**config.mk**
```make
export PLATFORM = sky130hd
export DESIGN_NAME = ece_div
export DESIGN_NICKNAME = d
export VERILOG_FILES = /design/src/hdl/ece_pkg.sv /design/src/hdl/ece_div.sv
export SDC_FILE = /design/constraint.sdc
export NUM_CORES = 1
export LEC_CHECK = 0
export BUFFER_PORTS_ARGS = -buffer_cell sky130_fd_sc_hd__clkbuf_2
export CORE_ASPECT_RATIO = 1.5
export CORE_MARGIN = 3
export CORE_UTILIZATION = 32
export DETAILED_ROUTE_END_ITERATION = 12
export PLACE_DENSITY = 0.48
export SYNTH_ARGS = -nofsm -noshare
export SYNTH_HDL_FRONTEND = slang
export SYNTH_SLANG_ARGS = --single-unit
```
**constraint.sdc**
```tcl
create_clock -name i_clk -period 4.4 [get_ports i_clk]
set_input_delay 0.88 -clock i_clk [delete_from_list [all_inputs] [get_ports i_clk]]
set_output_delay 0.88 -clock i_clk [all_outputs]
set_load 0.05 [all_outputs]
```
**src/hdl/ece_pkg.sv**
```systemverilog
// Shared types, constants and tables for the easing curve evaluator.
// No dependencies; imported by every module of the block.
package ece_pkg;

    localparam int FRAC_W   = 16;
    localparam int TIME_W   = 16;
    localparam int VALUE_W  = 16;
    localparam int CHANGE_W = 17;
    localparam int CORDIC_N = 31;

    localparam logic [16:0] ONE_Q       = 17'h1_0000;
    localparam logic [31:0] Q30_ONE     = 32'h4000_0000;
    localparam logic [33:0] CORDIC_X0   = 34'h0_26DD_3B6A;
    localparam logic [30:0] HALF_PI_Q30 = 31'h6487_ED51;

    typedef logic [31:0] t_atan_tab [0:30];
    localparam t_atan_tab ATAN_Q30 = '{
        32'h3243F6A8, 32'h1DAC6705, 32'h0FADBAFC, 32'h07F56EA6, 32'h03FEAB76,
        32'h01FFD55B, 32'h00FFFAAA, 32'h007FFF55, 32'h003FFFEA, 32'h001FFFFD,
        32'h000FFFFF, 32'h0007FFFF, 32'h0003FFFF, 32'h0001FFFF, 32'h0000FFFF,
        32'h00007FFF, 32'h00003FFF, 32'h00001FFF, 32'h00000FFF, 32'h000007FF,
        32'h000003FF, 32'h000001FF, 32'h000000FF, 32'h0000007F, 32'h0000003F,
        32'h0000001F, 32'h0000000F, 32'h00000008, 32'h00000004, 32'h00000002,
        32'h00000001
    };

    typedef enum logic [2:0] {G_LIN, G_POLY, G_SINE, G_EXP, G_CIRC} t_group;
    typedef enum logic [1:0] {V_IN, V_OUT, V_INOUT} t_variant;

    typedef struct packed {
        t_group     grp;
        t_variant   vnt;
        logic [2:0] pn;
    } t_kdec;

    typedef struct packed {
        t_kdec              kd;
        logic               done;
        logic signed [15:0] start;
        logic signed [16:0] change;
        logic [15:0]        u;
        logic               half;
        logic               uzero;
    } t_side;

    function automatic logic [63:0] isqrt64(input logic [63:0] n);
        logic [63:0] v;
        logic [63:0] res;
        logic [63:0] b;
        v   = n;
        res = '0;
        b   = 64'h4000_0000_0000_0000;
        for (int i = 0; i < 32; i++) begin
            if (v >= res + b) begin
                v   = v - (res + b);
                res = (res >> 1) + b;
            end else begin
                res = res >> 1;
            end
            b = b >> 2;
        end
        return res;
    endfunction

    // 2^(2^-k) in Q2.30, k = 1..16
    typedef logic [31:0] t_exp_tab [1:16];
    function automatic t_exp_tab exp_table();
        t_exp_tab    tab;
        logic [63:0] t;
        t = isqrt64(64'd1 << 61);
        for (int k = 1; k <= 16; k++) begin
            tab[k] = t[31:0];
            t      = isqrt64(t << 30);
        end
        return tab;
    endfunction

    localparam t_exp_tab EXP_T = exp_table();

    function automatic t_kdec kind_decode(input logic [4:0] kind);
        t_kdec d;
        d.grp = G_LIN;
        d.vnt = V_INOUT;
        d.pn  = 3'd5;
        case (kind) inside
            [5'd1:5'd12]:  d.grp = G_POLY;
            [5'd13:5'd15]: d.grp = G_SINE;
            [5'd16:5'd18]: d.grp = G_EXP;
            [5'd19:5'd21]: d.grp = G_CIRC;
            default:       d.grp = G_LIN;
        endcase
        case (kind) inside
            5'd1, 5'd4, 5'd7, 5'd10, 5'd13, 5'd16, 5'd19: d.vnt = V_IN;
            5'd2, 5'd5, 5'd8, 5'd11, 5'd14, 5'd17, 5'd20: d.vnt = V_OUT;
            default:                                      d.vnt = V_INOUT;
        endcase
        case (kind) inside
            [5'd1:5'd3]: d.pn = 3'd2;
            [5'd4:5'd6]: d.pn = 3'd3;
            [5'd7:5'd9]: d.pn = 3'd4;
            default:     d.pn = 3'd5;
        endcase
        return d;
    endfunction

endpackage

```
**src/hdl/ece_div.sv**
```systemverilog
// Pipelined restoring divider: u = floor(t * 2^16 / d), one quotient bit per stage.
// Depends on ece_pkg.
module ece_div import ece_pkg::*; (
    input  logic              i_clk,
    input  logic              i_en,
    input  logic [TIME_W-1:0] i_t,
    input  logic [TIME_W-1:0] i_d,
    output logic [FRAC_W-1:0] o_u
);

    logic [15:0] r_rem [0:15];
    logic [15:0] r_q   [0:15];
    logic [15:0] r_d   [0:14];

    genvar k;
    for (k = 0; k < 16; k++) begin : g_st
        logic [15:0] w_rin;
        logic [15:0] w_din;
        logic [15:0] w_qin;
        logic [16:0] w_sh;
        logic [16:0] w_dif;
        logic        w_ge;
        if (k == 0) begin : g_first
            assign w_rin = i_t;
            assign w_din = i_d;
            assign w_qin = '0;
        end else begin : g_next
            assign w_rin = r_rem[k-1];
            assign w_din = r_d[k-1];
            assign w_qin = r_q[k-1];
        end
        assign w_sh  = {w_rin, 1'b0};
        assign w_ge  = w_sh >= {1'b0, w_din};
        assign w_dif = w_sh - {1'b0, w_din};
        always_ff @(posedge i_clk) begin
            if (i_en) begin
                r_rem[k] <= w_ge ? w_dif[15:0] : w_sh[15:0];
                r_q[k]   <= {w_qin[14:0], w_ge};
            end
        end
        if (k < 15) begin : g_dcarry
            always_ff @(posedge i_clk) begin
                if (i_en) begin
                    r_d[k] <= w_din;
                end
            end
        end
    end

    assign o_u = r_q[15];

endmodule

```
* Yosys cells after proc, flatten, opt, wreduce, memory -nomap -nowiden
Memory sizes are Yosys's and may differ from the RTL's.
Cells that the tools add are included.
** Word-level totals
- Bits in writable memories :: 752
- Memories :: 3
- Logic and storage cells :: 53
- Bits in latches :: 0
- Register bits after elaboration :: 0
- Output and inout bits :: 16
- Memory bits (read-only) :: 0
** Memories
- r_q :: depth 16, width 16, read ports 16, clocked after Yosys merged registers in 0, write ports 16, line ece_div.sv:12 : logic [15:0] r_q [0:15];
- r_rem :: depth 16, width 16, read ports 15, clocked after Yosys merged registers in 0, write ports 16, line ece_div.sv:11 : logic [15:0] r_rem [0:15];
- r_d :: depth 15, width 16, read ports 15, clocked after Yosys merged registers in 0, write ports 15, line ece_div.sv:13 : logic [15:0] r_d [0:14];
** Operators by class
- Muxes and demuxes :: 18
- Div/mod/pow operators :: 0
- Add/subtract/negate cells :: 16
- Shift-type cells :: 0
- $lt $le $gt $ge :: 16
- Reductions and logical operators :: 0
- Bitwise logic cells :: 0
- $mul :: 0
- Equality and inequality tests :: 0
** Operators with widths (number)
- 17-bit by 16-bit >= comparator with 1-bit output :: 16
- 16-bit two-way mux :: 16
- 16-bit subtractor :: 16
- 1-bit two-way mux :: 2

* Longest topological paths before layout
An unclocked memory read counts as a cell.
- Depth after elaboration :: 3
- Gate-level depth with buffers :: 13
- Depth with buffers taken out :: 12

* Least setup slack after synthesis
OpenSTA, ideal clock, no wires.
- Path type :: in2reg
- Start :: input port i_d[14]
- End :: memory r_rem[0][1] (data pin)
- Stages :: 11
- Data arrival time :: 3.020 ns
- Buffers on the path :: 2
- Library setup time :: 0.267 ns
- Required time :: 4.133 ns
- Setup slack :: 1.112 ns
- Path through :: inv_1 > ha_1 > a21oi_1 > nor2b_1 > or4_1 > nor3_1 > o31a_1 > or2_2 > clkbuf_1 > clkbuf_1 > o21ai_0
** RTL lines
- from (decl) :: line ece_div.sv:7 : input logic [TIME_W-1:0] i_d,
- to (decl) :: line ece_div.sv:11

==> out/metrics.cfg <==
[timing]
holdWs_ns=0.411
rsz0062_at_grt=no
fin_tns_setup_ns=0
clock_skew_ns=0.0247
period_minus_slack_ns=3.65
hold_viol=0
fmax_ghz=0.274
setup_viol=0
drv_slew=0
slew_headroom_pct=19.4
fin_crit_sh_pct=82.9
worst_pin_slew_ns=1.20

[synth]
synth_edf_count=616
syn_area_sq_um=33300
yosysWarnings=0
synthArstFlopShare_pct=0
synth.distinct_cells=73
syn_inst=2788
ys_dominant_reg_cell=edfxtp_1
ys_seq_area_share_pct=55.5
syn_area_per_cell_sq_um=11.9
synth_nets=3092
ys_seq_elements=616

[layout]
drive_above_1_share_pct=11.1
final_cell_area_sq_um=37600
fin_util_pct=36.5
layout_common_cells=edfxtp_1, inv_1, ha_1, nand2_1, o21ai_0
syn2layout_area_growth_pct=13.0
layout_commonest_cell=edfxtp_1
nets=3202

[grt]
grt_pass1_wl_microns=119000
grt_pass1_vias=22400
grt_max_degree=109
track_usage_pct=13.9
antenna_found_initial=0
grt_overflow=0

[routing]
wl_met1_microns=26300
ant_nets=0
top_layer_used=met4
route.met3.wl_microns=2080
via_count=21500
drc_errors=0
wl_met2_microns=43700
first_pass_iters=7
routedWlPerCell_microns=17.5
drtIter0Drc=1108
vias_per_cell=4.94
wl_microns=75900

[floorplanning]
io_pins=50
die_h_microns=401
die_area_sq_um=108000
rows=144
core_sq_um=103000
initial_core_util_pct=32.3
die_x_microns=269

[power_and_ir_drop]
p_sw_share_pct=36.1
p_seq_share_pct=35.5
leakage_nw=15.0
switching_power_mw=9.82
power_mw=27.2
intPower_mw=17.4
ir_worst_vdd_uv=307
clockPowerShare_pct=21.3
power_density_nw_per_um2=723
combPwrFrac_pct=43.2

[place]
dpl-instance-area_sq_um=35400
dpl.hpwl_microns=57400
io_buffers=49
place_congestion=0.869

[cts]
clk_pin_slew_ns=0.06
hold_buffers=0
clockBufferDepth=3
cts_tree=built
cts_max_level=3
numCtsBuffers=69
cts.repair.resized=0
numClockSinks=616
post_cts_buffers=0
root_buffer=clkbuf_16
insertion_delay_ns=0.64

[critical_path]
worstPathRequired_ns=4.77
cp-end-kind=register
cp-start-kind=register
path_class=register to register
arrival_ns=4.02
cp_max_fo=14

[hold_path]
min_path_type=register to register

[run_status]
status=completed

[flow_run]
drv_cap=0

[sequential cells by signal, indices dropped and copies added, names as in the netlist]
name	cells
r_d	240
r_q	136
r_rem	240
[cells in the mapped netlist (11+ instances only)]
library cell | n | share of area, %
and2_1 | 15 | 0.28
or2_2 | 24 | 0.45
o31a_1 | 11 | 0.29
o21a_1 | 34 | 0.77
a21oi_1 | 143 | 2.1
nor2_1 | 146 | 1.6
a21o_1 | 55 | 1.2
a211oi_1 | 26 | 0.59
nand3_1 | 38 | 0.57
a31oi_1 | 15 | 0.28
o31ai_1 | 32 | 0.72
nand2_1 | 182 | 2.1
a21boi_0 | 11 | 0.25
mux2_2 | 104 | 3.5
nor3_1 | 64 | 0.96
nand4_1 | 34 | 0.64
o211ai_1 | 25 | 0.56
o21bai_1 | 12 | 0.27
ha_1 | 255 | 9.6
xor2_1 | 41 | 1.1
o311ai_0 | 12 | 0.32
xnor2_1 | 111 | 2.9
inv_1 | 323 | 3.6
nor4_1 | 13 | 0.24
mux2i_1 | 11 | 0.33
nor2b_1 | 47 | 0.88
or3_1 | 24 | 0.45
fa_1 | 15 | 0.90
edfxtp_1 | 616 | 56
clkbuf_1 | 15 | 0.17
o21ai_0 | 158 | 2.4
nand2b_1 | 40 | 0.75
[worst paths after layout]
| check | from | end | slack [ns] | cells past startpoint |
|---|---|---|---|---|
| setup reg to reg | r_rem[0][114] | r_rem[1][11] | 0.75 | 10 |
| hold / removal | r_q[1][69] | r_q[1][86] | 0.41 | 0 |
| setup / recovery | r_rem[0][114] | r_rem[1][11] | 0.75 | 10 |
| hold reg to reg | r_q[1][69] | r_q[1][86] | 0.41 | 0 |
[power by group through the flow]
stage / sequential, mW / combinational (mW) / clock (mW)
2_1_floorplan: 9.36 / 9.05 / 0
3_3_place_gp: 9.79 / 11.5 / 0
3_5_place_dp: 9.80 / 11.8 / 0
4_1_cts: 9.70 / 11.8 / 6.07
5_1_grt: 9.79 / 13.1 / 6.29
6_report: 9.66 / 11.8 / 5.81
[layout make-up]
class / instances / area [sq um]
Clock buffer: 86 / 1830
Timing Repair Buffer: 69 / 468
Clock inverter: 40 / 438
Inverter: 323 / 1210
Sequential cell: 616 / 18500
Multi-Input combinational cell: 1819 / 13500
Tap cell: 1387 / 1740
Fill cell: 10000 / 65400
Antenna cell: 1 / 2.50
[through the flow]
step                      instances  setup WS (ns)
after global routing           4340          0.423
after CTS                      4340          0.751
after floorplan                2788           1.11
after global placement         4214          0.620
final                          4341          0.754
after detailed placement       4214          0.577
[critical path, stage by stage, from the launching register on]
cell and delay, ns:
edfxtp_1 0.40, ha_1 0.38, nand3_1 0.18, a21oi_1 0.10
o31ai_1 0.57, o21ai_0 0.26, o22ai_1 0.25, nand2_1 0.13
a311oi_4 0.38, buf_4 0.32, mux2_2 0.40
[routing by layer]
layer | vias to the layer above | global-route usage, %
met4 | 0 | 7.57
met3 | 182 | 2.00
li1 | 10500 | -
met5 | - | 0
met1 | 10400 | 12.8
met2 | 375 | 28.6
[logic make-up (layout without fill, tap and decap cells)]
group / Yosys count / after routing / synth area share (%)
and+or+nand+nor: 665 / 665 / 9.80
DFF: 616 / 616 / 55.5
AOI/OAI and AO/OA: 609 / 609 / 11.9
buffers and inverters: 353 / 518 / 4.10
adders and majority gates: 270 / 270 / 10.5
xor gates and xnor gates: 152 / 152 / 4.00
muxes: 123 / 123 / 4.21
other: 0 / 1 / 0
Power figures use the tool's default switching activity.
