File: src/hdl/ece_pkg.sv
// Shared types, constants and tables for the easing curve evaluator.
// No dependencies; imported by every module of the block.
package ece_pkg;

    localparam int FRAC_W   = 16;
    localparam int TIME_W   = 16;
    localparam int VALUE_W  = 16;
    localparam int CHANGE_W = 17;
    localparam int CORDIC_N = 31;

    localparam logic [16:0] ONE_Q       = 17'h1_0000;
    localparam logic [31:0] Q30_ONE     = 32'h4000_0000;
    localparam logic [33:0] CORDIC_X0   = 34'h0_26DD_3B6A;
    localparam logic [30:0] HALF_PI_Q30 = 31'h6487_ED51;

    typedef logic [31:0] t_atan_tab [0:30];
    localparam t_atan_tab ATAN_Q30 = '{
        32'h3243F6A8, 32'h1DAC6705, 32'h0FADBAFC, 32'h07F56EA6, 32'h03FEAB76,
        32'h01FFD55B, 32'h00FFFAAA, 32'h007FFF55, 32'h003FFFEA, 32'h001FFFFD,
        32'h000FFFFF, 32'h0007FFFF, 32'h0003FFFF, 32'h0001FFFF, 32'h0000FFFF,
        32'h00007FFF, 32'h00003FFF, 32'h00001FFF, 32'h00000FFF, 32'h000007FF,
        32'h000003FF, 32'h000001FF, 32'h000000FF, 32'h0000007F, 32'h0000003F,
        32'h0000001F, 32'h0000000F, 32'h00000008, 32'h00000004, 32'h00000002,
        32'h00000001
    };

    typedef enum logic [2:0] {G_LIN, G_POLY, G_SINE, G_EXP, G_CIRC} t_group;
    typedef enum logic [1:0] {V_IN, V_OUT, V_INOUT} t_variant;

    typedef struct packed {
        t_group     grp;
        t_variant   vnt;
        logic [2:0] pn;
    } t_kdec;

    typedef struct packed {
        t_kdec              kd;
        logic               done;
        logic signed [15:0] start;
        logic signed [16:0] change;
        logic [15:0]        u;
        logic               half;
        logic               uzero;
    } t_side;

    function automatic logic [63:0] isqrt64(input logic [63:0] n);
        logic [63:0] v;
        logic [63:0] res;
        logic [63:0] b;
        v   = n;
        res = '0;
        b   = 64'h4000_0000_0000_0000;
        for (int i = 0; i < 32; i++) begin
            if (v >= res + b) begin
                v   = v - (res + b);
                res = (res >> 1) + b;
            end else begin
                res = res >> 1;
            end
            b = b >> 2;
        end
        return res;
    endfunction

    // 2^(2^-k) in Q2.30, k = 1..16
    typedef logic [31:0] t_exp_tab [1:16];
    function automatic t_exp_tab exp_table();
        t_exp_tab    tab;
        logic [63:0] t;
        t = isqrt64(64'd1 << 61);
        for (int k = 1; k <= 16; k++) begin
            tab[k] = t[31:0];
            t      = isqrt64(t << 30);
        end
        return tab;
    endfunction

    localparam t_exp_tab EXP_T = exp_table();

    function automatic t_kdec kind_decode(input logic [4:0] kind);
        t_kdec d;
        d.grp = G_LIN;
        d.vnt = V_INOUT;
        d.pn  = 3'd5;
        case (kind) inside
            [5'd1:5'd12]:  d.grp = G_POLY;
            [5'd13:5'd15]: d.grp = G_SINE;
            [5'd16:5'd18]: d.grp = G_EXP;
            [5'd19:5'd21]: d.grp = G_CIRC;
            default:       d.grp = G_LIN;
        endcase
        case (kind) inside
            5'd1, 5'd4, 5'd7, 5'd10, 5'd13, 5'd16, 5'd19: d.vnt = V_IN;
            5'd2, 5'd5, 5'd8, 5'd11, 5'd14, 5'd17, 5'd20: d.vnt = V_OUT;
            default:                                      d.vnt = V_INOUT;
        endcase
        case (kind) inside
            [5'd1:5'd3]: d.pn = 3'd2;
            [5'd4:5'd6]: d.pn = 3'd3;
            [5'd7:5'd9]: d.pn = 3'd4;
            default:     d.pn = 3'd5;
        endcase
        return d;
    endfunction

endpackage

File: src/hdl/ece_poly.sv
// Power unit: x^n for n = 2..5 as a chain of four floored Q1.16 products.
// Depends on ece_pkg.
module ece_poly import ece_pkg::*; (
    input  logic        i_clk,
    input  logic        i_en,
    input  logic [16:0] i_x,
    input  logic [2:0]  i_n,
    output logic [16:0] o_p
);

    logic [16:0] r_p [0:3];
    logic [16:0] r_x [0:2];
    logic [2:0]  r_n [0:2];

    genvar j;
    for (j = 0; j < 4; j++) begin : g_st
        logic [16:0] w_pin;
        logic [16:0] w_xin;
        logic [2:0]  w_nin;
        logic [33:0] w_prod;
        if (j == 0) begin : g_first
            assign w_pin = i_x;
            assign w_xin = i_x;
            assign w_nin = i_n;
        end else begin : g_next
            assign w_pin = r_p[j-1];
            assign w_xin = r_x[j-1];
            assign w_nin = r_n[j-1];
        end
        assign w_prod = w_pin * w_xin;
        always_ff @(posedge i_clk) begin
            if (i_en) begin
                r_p[j] <= (3'(j + 1) < w_nin) ? w_prod[32:16] : w_pin;
            end
        end
        if (j < 3) begin : g_carry
            always_ff @(posedge i_clk) begin
                if (i_en) begin
                    r_x[j] <= w_xin;
                    r_n[j] <= w_nin;
                end
            end
        end
    end

    assign o_p = r_p[3];

endmodule

File: config.mk
export PLATFORM = sky130hd
export DESIGN_NAME = ece_poly
export DESIGN_NICKNAME = d
export VERILOG_FILES = /design/src/hdl/ece_pkg.sv /design/src/hdl/ece_poly.sv
export SDC_FILE = /design/constraint.sdc
export NUM_CORES = 2
export LEC_CHECK = 0
export BUFFER_PORTS_ARGS = -buffer_cell sky130_fd_sc_hd__buf_4
export CORE_UTILIZATION = 61
export CTS_BUF_LIST = sky130_fd_sc_hd__clkbuf_16
export CTS_CLUSTER_SIZE = 40
export DETAILED_ROUTE_END_ITERATION = 16
export HOLD_SLACK_MARGIN = 0.02
export PLACE_DENSITY = 0.78
export SLEW_MARGIN = 10
export SYNTH_ARGS = -nofsm -noshare
export SYNTH_HDL_FRONTEND = slang
export SYNTH_SLANG_ARGS = --single-unit
File: constraint.sdc
create_clock -name i_clk -period 5.8 [get_ports i_clk]
set_input_delay 0.29 -clock i_clk [delete_from_list [all_inputs] [get_ports i_clk]]
set_output_delay 0.29 -clock i_clk [all_outputs]
set_load 0.02 [all_outputs]
; ---- Word-level counts from Yosys, hierarchy flattened
; Memory sizes are Yosys's and may differ from the RTL's.
; Cells that the tools add are included.
[word_totals]
regBits = 0
mem_bits_rw = 128
input_bits = 22
output_inout_bits = 17
word_cells = 17
n_memories = 3
[mem_list]
columns = name, depth, width, read_ports, rd_clocked_by_memory_dff, write_ports, line
row1 = r_p, 4, 17, 4, 0, 4, ece_poly.sv:11  ; logic [16:0] r_p [0:3];
row2 = r_x, 3, 17, 3, 0, 3, ece_poly.sv:12  ; logic [16:0] r_x [0:2];
row3 = r_n, 3, 3, 3, 0, 3, ece_poly.sv:13  ; logic [2:0] r_n [0:2];
[op_classes]
n_mul = 4
n_lt_le_gt_ge = 4
mux = 6
[op_table]
columns = operator, count
row1 = 17-bit by 17-bit multiplier with 33-bit output, 4
row2 = 17-bit 2-to-1 mux, 4
row3 = 2-bit by 3-bit < comparator with 1-bit output (first input constant), 2
row4 = 1-bit by 3-bit < comparator with 1-bit output (first input constant), 1
row5 = 3-bit < comparator (first input constant), 1
row6 = 1-bit 2-to-1 mux, 2

; ---- Logic depth before layout (Yosys ltp)
[depth]
depth_word = 2
depth_mapped = 24
depth_no_buf = 24

; ---- Worst setup path after synthesis
; Ideal clock, no wire load.
[synth_path]
kind = register -> register
startpoint = mem r_x[0][9]
endpoint = mem r_p[1][16], data pin
arrival_ps = 6083
setup_slack_ps = -420
stages_incl_launch_ff = 25
path_buffers = 2
synth_period_minus_slack_ps = 6220
path_cell_list = edfxtp_1 > clkbuf_1 > clkbuf_1 > nand2_1 > fa_1 > inv_1 > fa_1 > inv_1 > fa_1 > inv_1 > fa_1 > fa_1 > inv_1 > fa_1 > inv_1 > ha_1 > a21o_1 > a21o_1 > and2_1 > nor2_1 > nand2_1 > o21ba_1 > a221o_1 > or4_1 > nand4_1
[synth_lines]
columns = item, line
row1 = start: declaration, ece_poly.sv:12
row2 = end: declaration, ece_poly.sv:11

==> out/results.txt <==
Status = complete, but fails checks
Violated checks = setup timing
Initial antenna violation count = 0
Final HPWL DP = 77500 um
Yosys warning total = 0
Total CTS buffers = 17
GPL Wtd Cong = 0.912
Clk_lat worst skew = 0.48 ns
Nature of the critical path startpoint = register
CTS tree = built
IO buf count = 38
WL per Instance = 17.3 um
Gr ovfl total = 0
Vias in the first global route = 32000
H-tree Lvls = 4
# setup viols final = 46
Post-synth top area share = 0.435
Slew @ Worst Pin = 1.13 ns
Hold WC Path Type = primary input to register
Synth top area cells = fa_1 (44%), ha_1 (13%), inv_1 (10%)
Post-synth EDFFs = 128
RSZ-0062 raised after global routing = true
Sequential share of the synthesized area = 0.0982
Yosys reg bits = 128
Root Driver = clkbuf_16
Synthesized cell area = 39100 um^2
Critical Path Sink Type = register
Share of cells above drive strength 1 = 0.181
P&R area growth vs syn = 17.4%
Async set or reset register ratio after synthesis = 0
Max-slew headroom = 0.246
Final min period = 6.31 ns
Syn nets = 5496
Critical setup path kind = register to register
Critical Path AT = 6.60 ns
CTS Sinks = 128
Final Cycle Share = 1.09
Total of max-cap violations = 0
Starting density of the core = 0.619
Yosys top cell by area = fa_1
Layout Skew = 0.0143 ns
CP max-delay cell = edfxtp_1
CP Max Fanout = 6
DR vias = 29700
Iteration-0 DRC Markers = 2081
Global router's overall resource usage = 0.303
Worst path max stage delay = 0.53 ns
Top cells by count, synth = inv_1 (1094), fa_1 (851), nand2_1 (658)
Placed cell areas = 43600 um^2
Post-synthesis cell type count = 57
CP dominant cell by count = fa_1
CP cell instances = buf_6 > and2_4 > fa_1 > inv_1 > fa_2 > fa_1 > inv_2 > fa_1 > fa_1 > inv_1 > fa_1 > inv_2 > ha_4 > a211o_1 > a21oi_4 > nand4b_1 > a21oi_4 > nor3_4 > o31a_1 > o21a_1 > o31ai_2
Synth Area per Inst = 9.30 um^2
Max Slew Vio Count = 0
First-pass detailed-route iteration total = 6
Vias per cell = 5.40
# IOs = 39
Highest Clock Rate = 158 MHz
Ant. Diodes = 0
Design area = 46000 um^2
Total wire length = 95400 um
Post-Syn Instances = 4209
CP Buf/Inv Count = 5
# DRC = 0
Nets = 5939
Core area = 63200 um^2
Delay-heaviest family, CP = adder cells
Die area = 65200 um^2
Worst Setup Slack, final = -0.512 ns
Final hold vios = 0
First-pass GRT wire length = 155000 um
Die W = 255 um
Pin count of the biggest net entering global routing = 82
Final ANT Viol Nets = 0
Die Span Y = 255 um
FP Rows = 92
Critical path required time = 6.09 ns
Most frequent cell after synthesis = inv_1
Worst-path clk slew = 0.06 ns
Ys flop type = edfxtp_1
CTS max path bufs = 2
==> flip-flops by register name (all words and copies together), names as in the netlist <==
name / cells
r_x: 51
r_p: 68
r_n: 9
==> final cells by class <==
cell class	count	area (um^2)
fillers	4179	17200
repair buffers	590	4750
multi-input cells	2821	31700
clock inverters	13	61.3
inverters	1094	4110
flip-flops and latches	128	3840
clock buffers	17	425
well taps	846	1060
==> final timing paths <==
path                            slack [ns]            startpoint  depth (start not counted)                    to
worst max register to register       -0.51  r_x[0][39]$_DFFE_PP_                         21  r_p[3][15]$_DFFE_PP_
worst min register to register        0.42   r_n[0][3]$_DFFE_PP_                          0   r_n[0][6]$_DFFE_PP_
worst max-delay path                 -0.51  r_x[0][39]$_DFFE_PP_                         21  r_p[3][15]$_DFFE_PP_
worst min-delay path                  0.18               i_x[10]                          2  r_x[0][10]$_DFFE_PP_
==> what timing repair did <==
action                                  CTS  global route
hold buffers                              3             0
setup buffers                            39            47
endpoints found under the setup margin   48            63
pin swaps                                73           110
resized for setup                       150           170
endpoints found under the hold margin     3             0
==> worst reg2reg max path, stage by stage (launching register included) <==
cell and delay [ns]:
edfxtp_1 0.53, buf_6 0.20, and2_4 0.16, fa_1 0.52, inv_1 0.05, fa_2 0.43, fa_1 0.52, inv_2 0.05
fa_1 0.49, fa_1 0.51, inv_1 0.05, fa_1 0.49, inv_2 0.05, ha_4 0.21, a211o_1 0.29, a21oi_4 0.18
nand4b_1 0.26, a21oi_4 0.33, nor3_4 0.07, o31a_1 0.32, o21a_1 0.19, o31ai_2 0.23
==> stage by stage <==
| step | hold slack (ns) | TNS [ns] | utilization | std cells | worst slack, ns |
|---|---|---|---|---|---|
| 4_1_cts | 0.155 | -8.53 | 0.712 | 5466 | -0.392 |
| 5_1_grt | 0.179 | -21.04 | 0.727 | 5509 | -0.691 |
| 2_1_floorplan | 0.389 | -0.170 | - | 4209 | -0.162 |
| 3_5_place_dp | 0.406 | -19.42 | 0.689 | 5394 | -0.581 |
| 3_3_place_gp | 0.408 | -13.88 | 0.689 | 5394 | -0.502 |
| 6_report | 0.181 | -11.30 | 0.727 | 5509 | -0.512 |
==> metal layers <==
layer	track usage	part of all wire	vias to the layer above
met5	0	0	-
met4	0.0955	0.030	0
met3	0.0467	0.071	236
met2	0.512	0.49	1184
met1	0.401	0.40	15000
li1	-	-	13300
==> cells by family after synthesis <==
logic type,synth area share
DFF,0.0982
adders and majority gates,0.568
muxes,0.00454
AOI/OAI and AO/OA,0.0437
and+or+nand+nor,0.145
buffers and inverters,0.121
xor gates and xnor gates,0.0195
==> placed cells by master (no fill, tap or decap), types with 9 or more instances in the layout <==
| cell | instances |
|---|---|
| a21o_1 | 40 |
| a21oi_1 | 46 |
| a21oi_2 | 19 |
| and2_1 | 377 |
| and2_4 | 28 |
| and3_1 | 11 |
| buf_4 | 521 |
| buf_6 | 57 |
| clkbuf_16 | 17 |
| edfxtp_1 | 128 |
| fa_1 | 824 |
| fa_2 | 27 |
| ha_1 | 390 |
| ha_4 | 21 |
| inv_1 | 1073 |
| inv_2 | 25 |
| mux2_2 | 9 |
| nand2_1 | 652 |
| nand4_1 | 11 |
| nor2_1 | 32 |
| o21a_1 | 10 |
| o21ai_0 | 30 |
| o21ai_1 | 24 |
| o21ai_2 | 10 |
| o21bai_1 | 11 |
| xnor2_1 | 50 |
| xor2_1 | 25 |
Power is not shown: default switching activity piles up to over one toggle a cycle in this logic, so the estimate is an artifact.
