<file path="config.mk">
export PLATFORM = sky130hd
export DESIGN_NAME = ece_circ
export DESIGN_NICKNAME = d
export VERILOG_FILES = /design/src/hdl/ece_pkg.sv /design/src/hdl/ece_circ.sv
export SDC_FILE = /design/constraint.sdc
export NUM_CORES = 2
export LEC_CHECK = 0
export ABC_AREA = 1
export BUFFER_PORTS_ARGS = -buffer_cell sky130_fd_sc_hd__buf_2
export CAP_MARGIN = 20
export CORE_MARGIN = 3
export CORE_UTILIZATION = 55
export DETAILED_ROUTE_END_ITERATION = 6
export PLACE_DENSITY = 0.74
export SLEW_MARGIN = 30
export SYNTH_ARGS = -nofsm -noshare
export SYNTH_HDL_FRONTEND = slang
export SYNTH_SLANG_ARGS = --single-unit
</file>
<file path="constraint.sdc">
create_clock -name i_clk -period 5.2 [get_ports i_clk]
set_input_delay 0.52 -clock i_clk [delete_from_list [all_inputs] [get_ports i_clk]]
set_output_delay 0.52 -clock i_clk [all_outputs]
set_load 0.01 [all_outputs]
</file>
<file path="src/hdl/ece_pkg.sv">
// Shared types, constants and tables for the easing curve evaluator.
// No dependencies; imported by every module of the block.
package ece_pkg;

    localparam int FRAC_W   = 16;
    localparam int TIME_W   = 16;
    localparam int VALUE_W  = 16;
    localparam int CHANGE_W = 17;
    localparam int CORDIC_N = 31;

    localparam logic [16:0] ONE_Q       = 17'h1_0000;
    localparam logic [31:0] Q30_ONE     = 32'h4000_0000;
    localparam logic [33:0] CORDIC_X0   = 34'h0_26DD_3B6A;
    localparam logic [30:0] HALF_PI_Q30 = 31'h6487_ED51;

    typedef logic [31:0] t_atan_tab [0:30];
    localparam t_atan_tab ATAN_Q30 = '{
        32'h3243F6A8, 32'h1DAC6705, 32'h0FADBAFC, 32'h07F56EA6, 32'h03FEAB76,
        32'h01FFD55B, 32'h00FFFAAA, 32'h007FFF55, 32'h003FFFEA, 32'h001FFFFD,
        32'h000FFFFF, 32'h0007FFFF, 32'h0003FFFF, 32'h0001FFFF, 32'h0000FFFF,
        32'h00007FFF, 32'h00003FFF, 32'h00001FFF, 32'h00000FFF, 32'h000007FF,
        32'h000003FF, 32'h000001FF, 32'h000000FF, 32'h0000007F, 32'h0000003F,
        32'h0000001F, 32'h0000000F, 32'h00000008, 32'h00000004, 32'h00000002,
        32'h00000001
    };

    typedef enum logic [2:0] {G_LIN, G_POLY, G_SINE, G_EXP, G_CIRC} t_group;
    typedef enum logic [1:0] {V_IN, V_OUT, V_INOUT} t_variant;

    typedef struct packed {
        t_group     grp;
        t_variant   vnt;
        logic [2:0] pn;
    } t_kdec;

    typedef struct packed {
        t_kdec              kd;
        logic               done;
        logic signed [15:0] start;
        logic signed [16:0] change;
        logic [15:0]        u;
        logic               half;
        logic               uzero;
    } t_side;

    function automatic logic [63:0] isqrt64(input logic [63:0] n);
        logic [63:0] v;
        logic [63:0] res;
        logic [63:0] b;
        v   = n;
        res = '0;
        b   = 64'h4000_0000_0000_0000;
        for (int i = 0; i < 32; i++) begin
            if (v >= res + b) begin
                v   = v - (res + b);
                res = (res >> 1) + b;
            end else begin
                res = res >> 1;
            end
            b = b >> 2;
        end
        return res;
    endfunction

    // 2^(2^-k) in Q2.30, k = 1..16
    typedef logic [31:0] t_exp_tab [1:16];
    function automatic t_exp_tab exp_table();
        t_exp_tab    tab;
        logic [63:0] t;
        t = isqrt64(64'd1 << 61);
        for (int k = 1; k <= 16; k++) begin
            tab[k] = t[31:0];
            t      = isqrt64(t << 30);
        end
        return tab;
    endfunction

    localparam t_exp_tab EXP_T = exp_table();

    function automatic t_kdec kind_decode(input logic [4:0] kind);
        t_kdec d;
        d.grp = G_LIN;
        d.vnt = V_INOUT;
        d.pn  = 3'd5;
        case (kind) inside
            [5'd1:5'd12]:  d.grp = G_POLY;
            [5'd13:5'd15]: d.grp = G_SINE;
            [5'd16:5'd18]: d.grp = G_EXP;
            [5'd19:5'd21]: d.grp = G_CIRC;
            default:       d.grp = G_LIN;
        endcase
        case (kind) inside
            5'd1, 5'd4, 5'd7, 5'd10, 5'd13, 5'd16, 5'd19: d.vnt = V_IN;
            5'd2, 5'd5, 5'd8, 5'd11, 5'd14, 5'd17, 5'd20: d.vnt = V_OUT;
            default:                                      d.vnt = V_INOUT;
        endcase
        case (kind) inside
            [5'd1:5'd3]: d.pn = 3'd2;
            [5'd4:5'd6]: d.pn = 3'd3;
            [5'd7:5'd9]: d.pn = 3'd4;
            default:     d.pn = 3'd5;
        endcase
        return d;
    endfunction

endpackage

</file>
<file path="src/hdl/ece_circ.sv">
// Circular root sqrt(1 - x^2) in Q1.16: squaring stage, then one root digit per stage.
// Depends on ece_pkg.
module ece_circ import ece_pkg::*; (
    input  logic        i_clk,
    input  logic        i_en,
    input  logic [16:0] i_x,
    output logic [16:0] o_root
);

    logic [33:0] w_sq;
    logic [33:0] r_rad [0:16];
    logic [19:0] r_rem [0:16];
    logic [16:0] r_rt  [0:16];

    assign w_sq = i_x * i_x;

    always_ff @(posedge i_clk) begin
        if (i_en) begin
            r_rad[0] <= 34'h1_0000_0000 - w_sq;
        end
    end

    genvar j;
    for (j = 0; j < 17; j++) begin : g_st
        logic [19:0] w_rin;
        logic [16:0] w_tin;
        logic [21:0] w_cur;
        logic [21:0] w_trial;
        logic [21:0] w_dif;
        logic        w_ge;
        if (j == 0) begin : g_first
            assign w_rin = '0;
            assign w_tin = '0;
        end else begin : g_next
            assign w_rin = r_rem[j-1];
            assign w_tin = r_rt[j-1];
        end
        assign w_cur   = {w_rin, r_rad[j][33-2*j -: 2]};
        assign w_trial = {3'b000, w_tin, 2'b01};
        assign w_ge    = w_cur >= w_trial;
        assign w_dif   = w_cur - w_trial;
        always_ff @(posedge i_clk) begin
            if (i_en) begin
                r_rem[j] <= w_ge ? w_dif[19:0] : w_cur[19:0];
                r_rt[j]  <= {w_tin[15:0], w_ge};
            end
        end
        if (j < 16) begin : g_carry
            always_ff @(posedge i_clk) begin
                if (i_en) begin
                    r_rad[j+1] <= r_rad[j];
                end
            end
        end
    end

    assign o_root = r_rt[16];

endmodule

</file>
# After elaboration in Yosys (flattened, before gate mapping)

Memories as Yosys holds them, arrays and structs flattened.
Index checks and enable logic that the tools add are counted.

Bits in latches: 0
Memories: 3
Memory bits (read-only): 0
Register bits: 0
Bits in writable memories: 1207

Shifts and indexed selects: 0
Bitwise logic cells: 0
Divide/modulo/power cells: 0
Add/sub/neg operators: 18
Mux-type cells: 19
Reductions and logical operators: 0
Multipliers: 1
Eq/ne operators: 0
Order comparisons: 17

Memory list:

| memory | words | width | rd ports | clocked after Yosys merged registers in | wr ports | line           | source |
|---|---|---|---|---|---|---|---|
| r_rad  | 17    | 34    | 17       | 0                                       | 17       | ece_circ.sv:11 | `logic [33:0] r_rad [0:16];` |
| r_rem  | 17    | 20    | 16       | 0                                       | 17       | ece_circ.sv:12 | `logic [19:0] r_rem [0:16];` |
| r_rt   | 17    | 17    | 17       | 0                                       | 17       | ece_circ.sv:13 | `logic [16:0] r_rt [0:16];` |

Operator list:

| operator                 | number |
|---|---|
| $ge A22 B19 Y1           | 16 |
| $mux W20                 | 17 |
| $sub A20 B19 Y20         | 16 |
| $mul A17 B17 Y34         | 1 |
| $sub A33 B34 Y34 const A | 1 |
| $sub A2 B1 Y3 const B    | 1 |
| $ge A2 B1 Y1 const B     | 1 |
| $mux W1                  | 2 |

# Depth between registers and ports, before layout

An unclocked memory read counts as a cell.

Depth in word-level cells: 3
Depth in mapped cells: 26

# Least setup slack after synthesis

Ideal clock, no wire load.

Path type: input-to-reg
Start: in i_x[5]
End: mem r_rad[0][28] (data pin)
Path buffers: 2
Arrival: 5475 ps
Library setup time: 253 ps
Path slack: -528 ps
Stages on the path: 24
Path through: clkbuf_1 -> clkbuf_1 -> nand2_1 -> fa_1 -> inv_1 -> fa_1 -> inv_1 -> fa_1 -> fa_1 -> fa_1 -> inv_1 -> fa_1 -> inv_1 -> ha_1 -> nand2_1 -> inv_1 -> nand2_1 -> nand2_1 -> a21oi_1 -> inv_1 -> nand2_1 -> nand3_1 -> nand2_1 -> nand2_1

RTL lines:

| what        | line           | source |
|---|---|---|
| from (decl) | ece_circ.sv:6  | `input logic [16:0] i_x,` |
| to (decl)   | ece_circ.sv:11 |  |

==> impl_metrics.json <==
{
  "multi_input_area_um2": 22000,
  "viasPerCell": 5.13,
  "hold_viol": 0,
  "die_h_um": 303,
  "routed_wl_um": 105000,
  "antenna_found_initial": 0,
  "finalSetupViolations": 0,
  "ios": 36,
  "worst_ep_required_time_ns": 5.59,
  "syn_avg_cell_area_um2": 8.87,
  "port_buffers": 35,
  "yosysWarnings": 0,
  "dr_wl_met2_um": 51600,
  "drt_pre_antenna_iters": 6,
  "cts_resized": 0,
  "cts_buffers": 77,
  "slew_viol_final": 0,
  "finalCriticalPeriod_ns": 4.95,
  "hp-class": "in2reg",
  "cp.arrival_ns": 5.34,
  "antenna_left": 0,
  "top_layer": "met4",
  "nFillCells": 7182,
  "relSlewSlack_pct": 40.3,
  "postPlaceCellArea_um2": 51200,
  "cts_root_buffer": "clkbuf_16",
  "vias": 35296,
  "syn_nets": 5993,
  "fin_skew_ns": 0.0342,
  "max_freq_ghz": 0.202,
  "rows": 108,
  "pwr_density_cell_nw_per_um2": 690,
  "initial_core_util_pct": 55.7,
  "drtIter0Drc": 2772,
  "post-route-util_pct": 61.9,
  "fin_area_um2": 54000,
  "drive_above_1_share_pct": 9.02,
  "grt_max_degree": 126,
  "dp_hpwl_um": 81600,
  "coreArea_um2": 87200,
  "synthDistinctLibCells": 53,
  "area_delta_synth_final_pct": 11.2,
  "async_reset_ff_share_pct": 0,
  "drc": 0,
  "cts_tree": "built",
  "h-tree-depth": 3,
  "cap_violations": 0,
  "cts_post_setup_buffers_inserted": 0,
  "clkTransAtPathRegs_ns": 0.06,
  "clk_latency_ns": 0.65,
  "endpoint_kind": "flip-flop",
  "grt-ovfl-total": 0,
  "grt_pass1_vias": 33932,
  "post-route-period-util_pct": 95.2,
  "worstPathMaxFanout": 10,
  "syn_inst": 5476,
  "setup_tns_ns": 0,
  "grt_util_all_layers_pct": 23.3,
  "vdd_drop_max_v": 0.00137,
  "synth_seq_cells": 739,
  "rsz0062_at_grt": "yes",
  "ff_latch_area_um2": 22200,
  "die_x_um": 303,
  "hold_buffers": 0,
  "syn_area_um2": 48600,
  "cts.sinks": 739,
  "met1_length_um": 44900,
  "wl_met3_um": 5800,
  "nets": 6180,
  "setup.worst_path.class": "in2reg",
  "synth_edf_count": 739,
  "clockBufferDepth": 3,
  "wl_per_cell_um": 15.3,
  "synth_ff_type": "edfxtp_1",
  "status": "finished, final reports clean",
  "p_leak_nw": 25.7,
  "tightestPinTransition_ns": 0.894,
  "grt_pass1_wl_um": 171000,
  "start_kind": "input port",
  "die_area_um2": 91900,
  "gp_congestion": 0.926,
  "yosysSeqAreaShare_pct": 45.7
}
placed cells by master, fill, tap and decap left out, types with 69 or more instances in the layout:
cell type	count
nand2_1	1597
o21ai_0	79
edfxtp_1	739
clkbuf_16	77
xor2_1	85
nand3_1	246
inv_1	1126
nand4_1	69
buf_4	137
fa_1	194
nor2_1	362
a21oi_1	149
ha_1	285
xnor2_1	75
worst paths after layout:
path	slack, ns	start	cells past startpoint	to
setup / recovery	0.25	i_x[10]	23	r_rad[0][33]
hold / removal	0.31	i_en	1	r_rad[0][320]
setup reg to reg	2.22	r_rem[0][183]	7	r_rem[0][208]
hold reg to reg	0.41	r_rad[0][171]	0	r_rad[0][205]
through the flow:
step / setup WS, ns / instances / hold slack (ns) / power (mW)
floorplan: -0.120 / 5476 / 0.400 / 23.8
detailed placement: -0.495 / 6738 / 0.405 / 31.0
global placement: -0.482 / 6738 / 0.400 / 30.8
global route: -0.0232 / 6878 / 0.308 / 40.5
finish: 0.248 / 6879 / 0.308 / 37.2
CTS: 0.164 / 6877 / 0.415 / 37.0
state kept, by name, summed over array words and instances (netlist names):
register  cells
r_rt        153
r_rem       297
r_rad       289
logic make-up (layout without fill, tap and decap cells):
logic type,Yosys count,count (layout),synth area share [%]
AND/OR/NAND/NOR,2471,2471,21.1
buffers and inverters,1228,1475,9.88
flip-flops,739,739,45.7
adder cells (fa/ha/maj),498,498,15.9
AO/OA/AOI/OAI,379,379,4.55
XOR/XNOR,160,160,2.89
other,1,2,0.00772
report_power, final:
group          internal [mW]  total [mW]  switching, mW
Combinational           9.50        22.6           13.1
Sequential              8.28        8.88          0.602
Clock                   3.33        5.75           2.41
Total                   21.1        37.2           16.1
cells in the mapped netlist, types with 69 or more instances:
cell | number | area, um2
nand4_1 | 69 | 432
a21oi_1 | 157 | 786
nand2_1 | 1622 | 6090
fa_1 | 199 | 3980
inv_1 | 1134 | 4260
o21ai_0 | 81 | 405
xnor2_1 | 75 | 657
edfxtp_1 | 739 | 22200
xor2_1 | 85 | 744
nand3_1 | 247 | 1240
nor2_1 | 373 | 1400
ha_1 | 299 | 3740
final cells by class:
| cell class | instances | share of cell area (%) |
|---|---|---|
| multi-input cells | 3509 | 40.7 |
| repair buffers | 179 | 2.57 |
| clock buffers | 82 | 3.60 |
| diodes | 1 | 0.00464 |
| flip-flops and latches | 739 | 41.1 |
| well taps | 1155 | 2.68 |
| inverters | 1157 | 8.05 |
| clock inverters | 57 | 1.33 |
per-layer routing:
layer	global-route usage [%]	vias up
li1	-	17687
met1	30.7	16415
met3	2.90	207
met4	6.79	0
met5	0	-
met2	40.5	987
critical path: stages:
cell and delay, ns:
clkbuf_4 0.20, buf_4 0.18, nand2_1 0.05, inv_1 0.05, fa_1 0.58, inv_1 0.07, fa_1 0.48, inv_1 0.05
fa_1 0.47, inv_1 0.05, fa_1 0.45, fa_1 0.51, inv_1 0.05, fa_1 0.48, inv_2 0.04, ha_4 0.29
nand2_4 0.07, nor2_2 0.14, nand2_1 0.10, nor4_2 0.27, nand2_1 0.10, nand3b_1 0.09, nand2_1 0.05
Note: power is estimated with default switching activity, not from simulation.
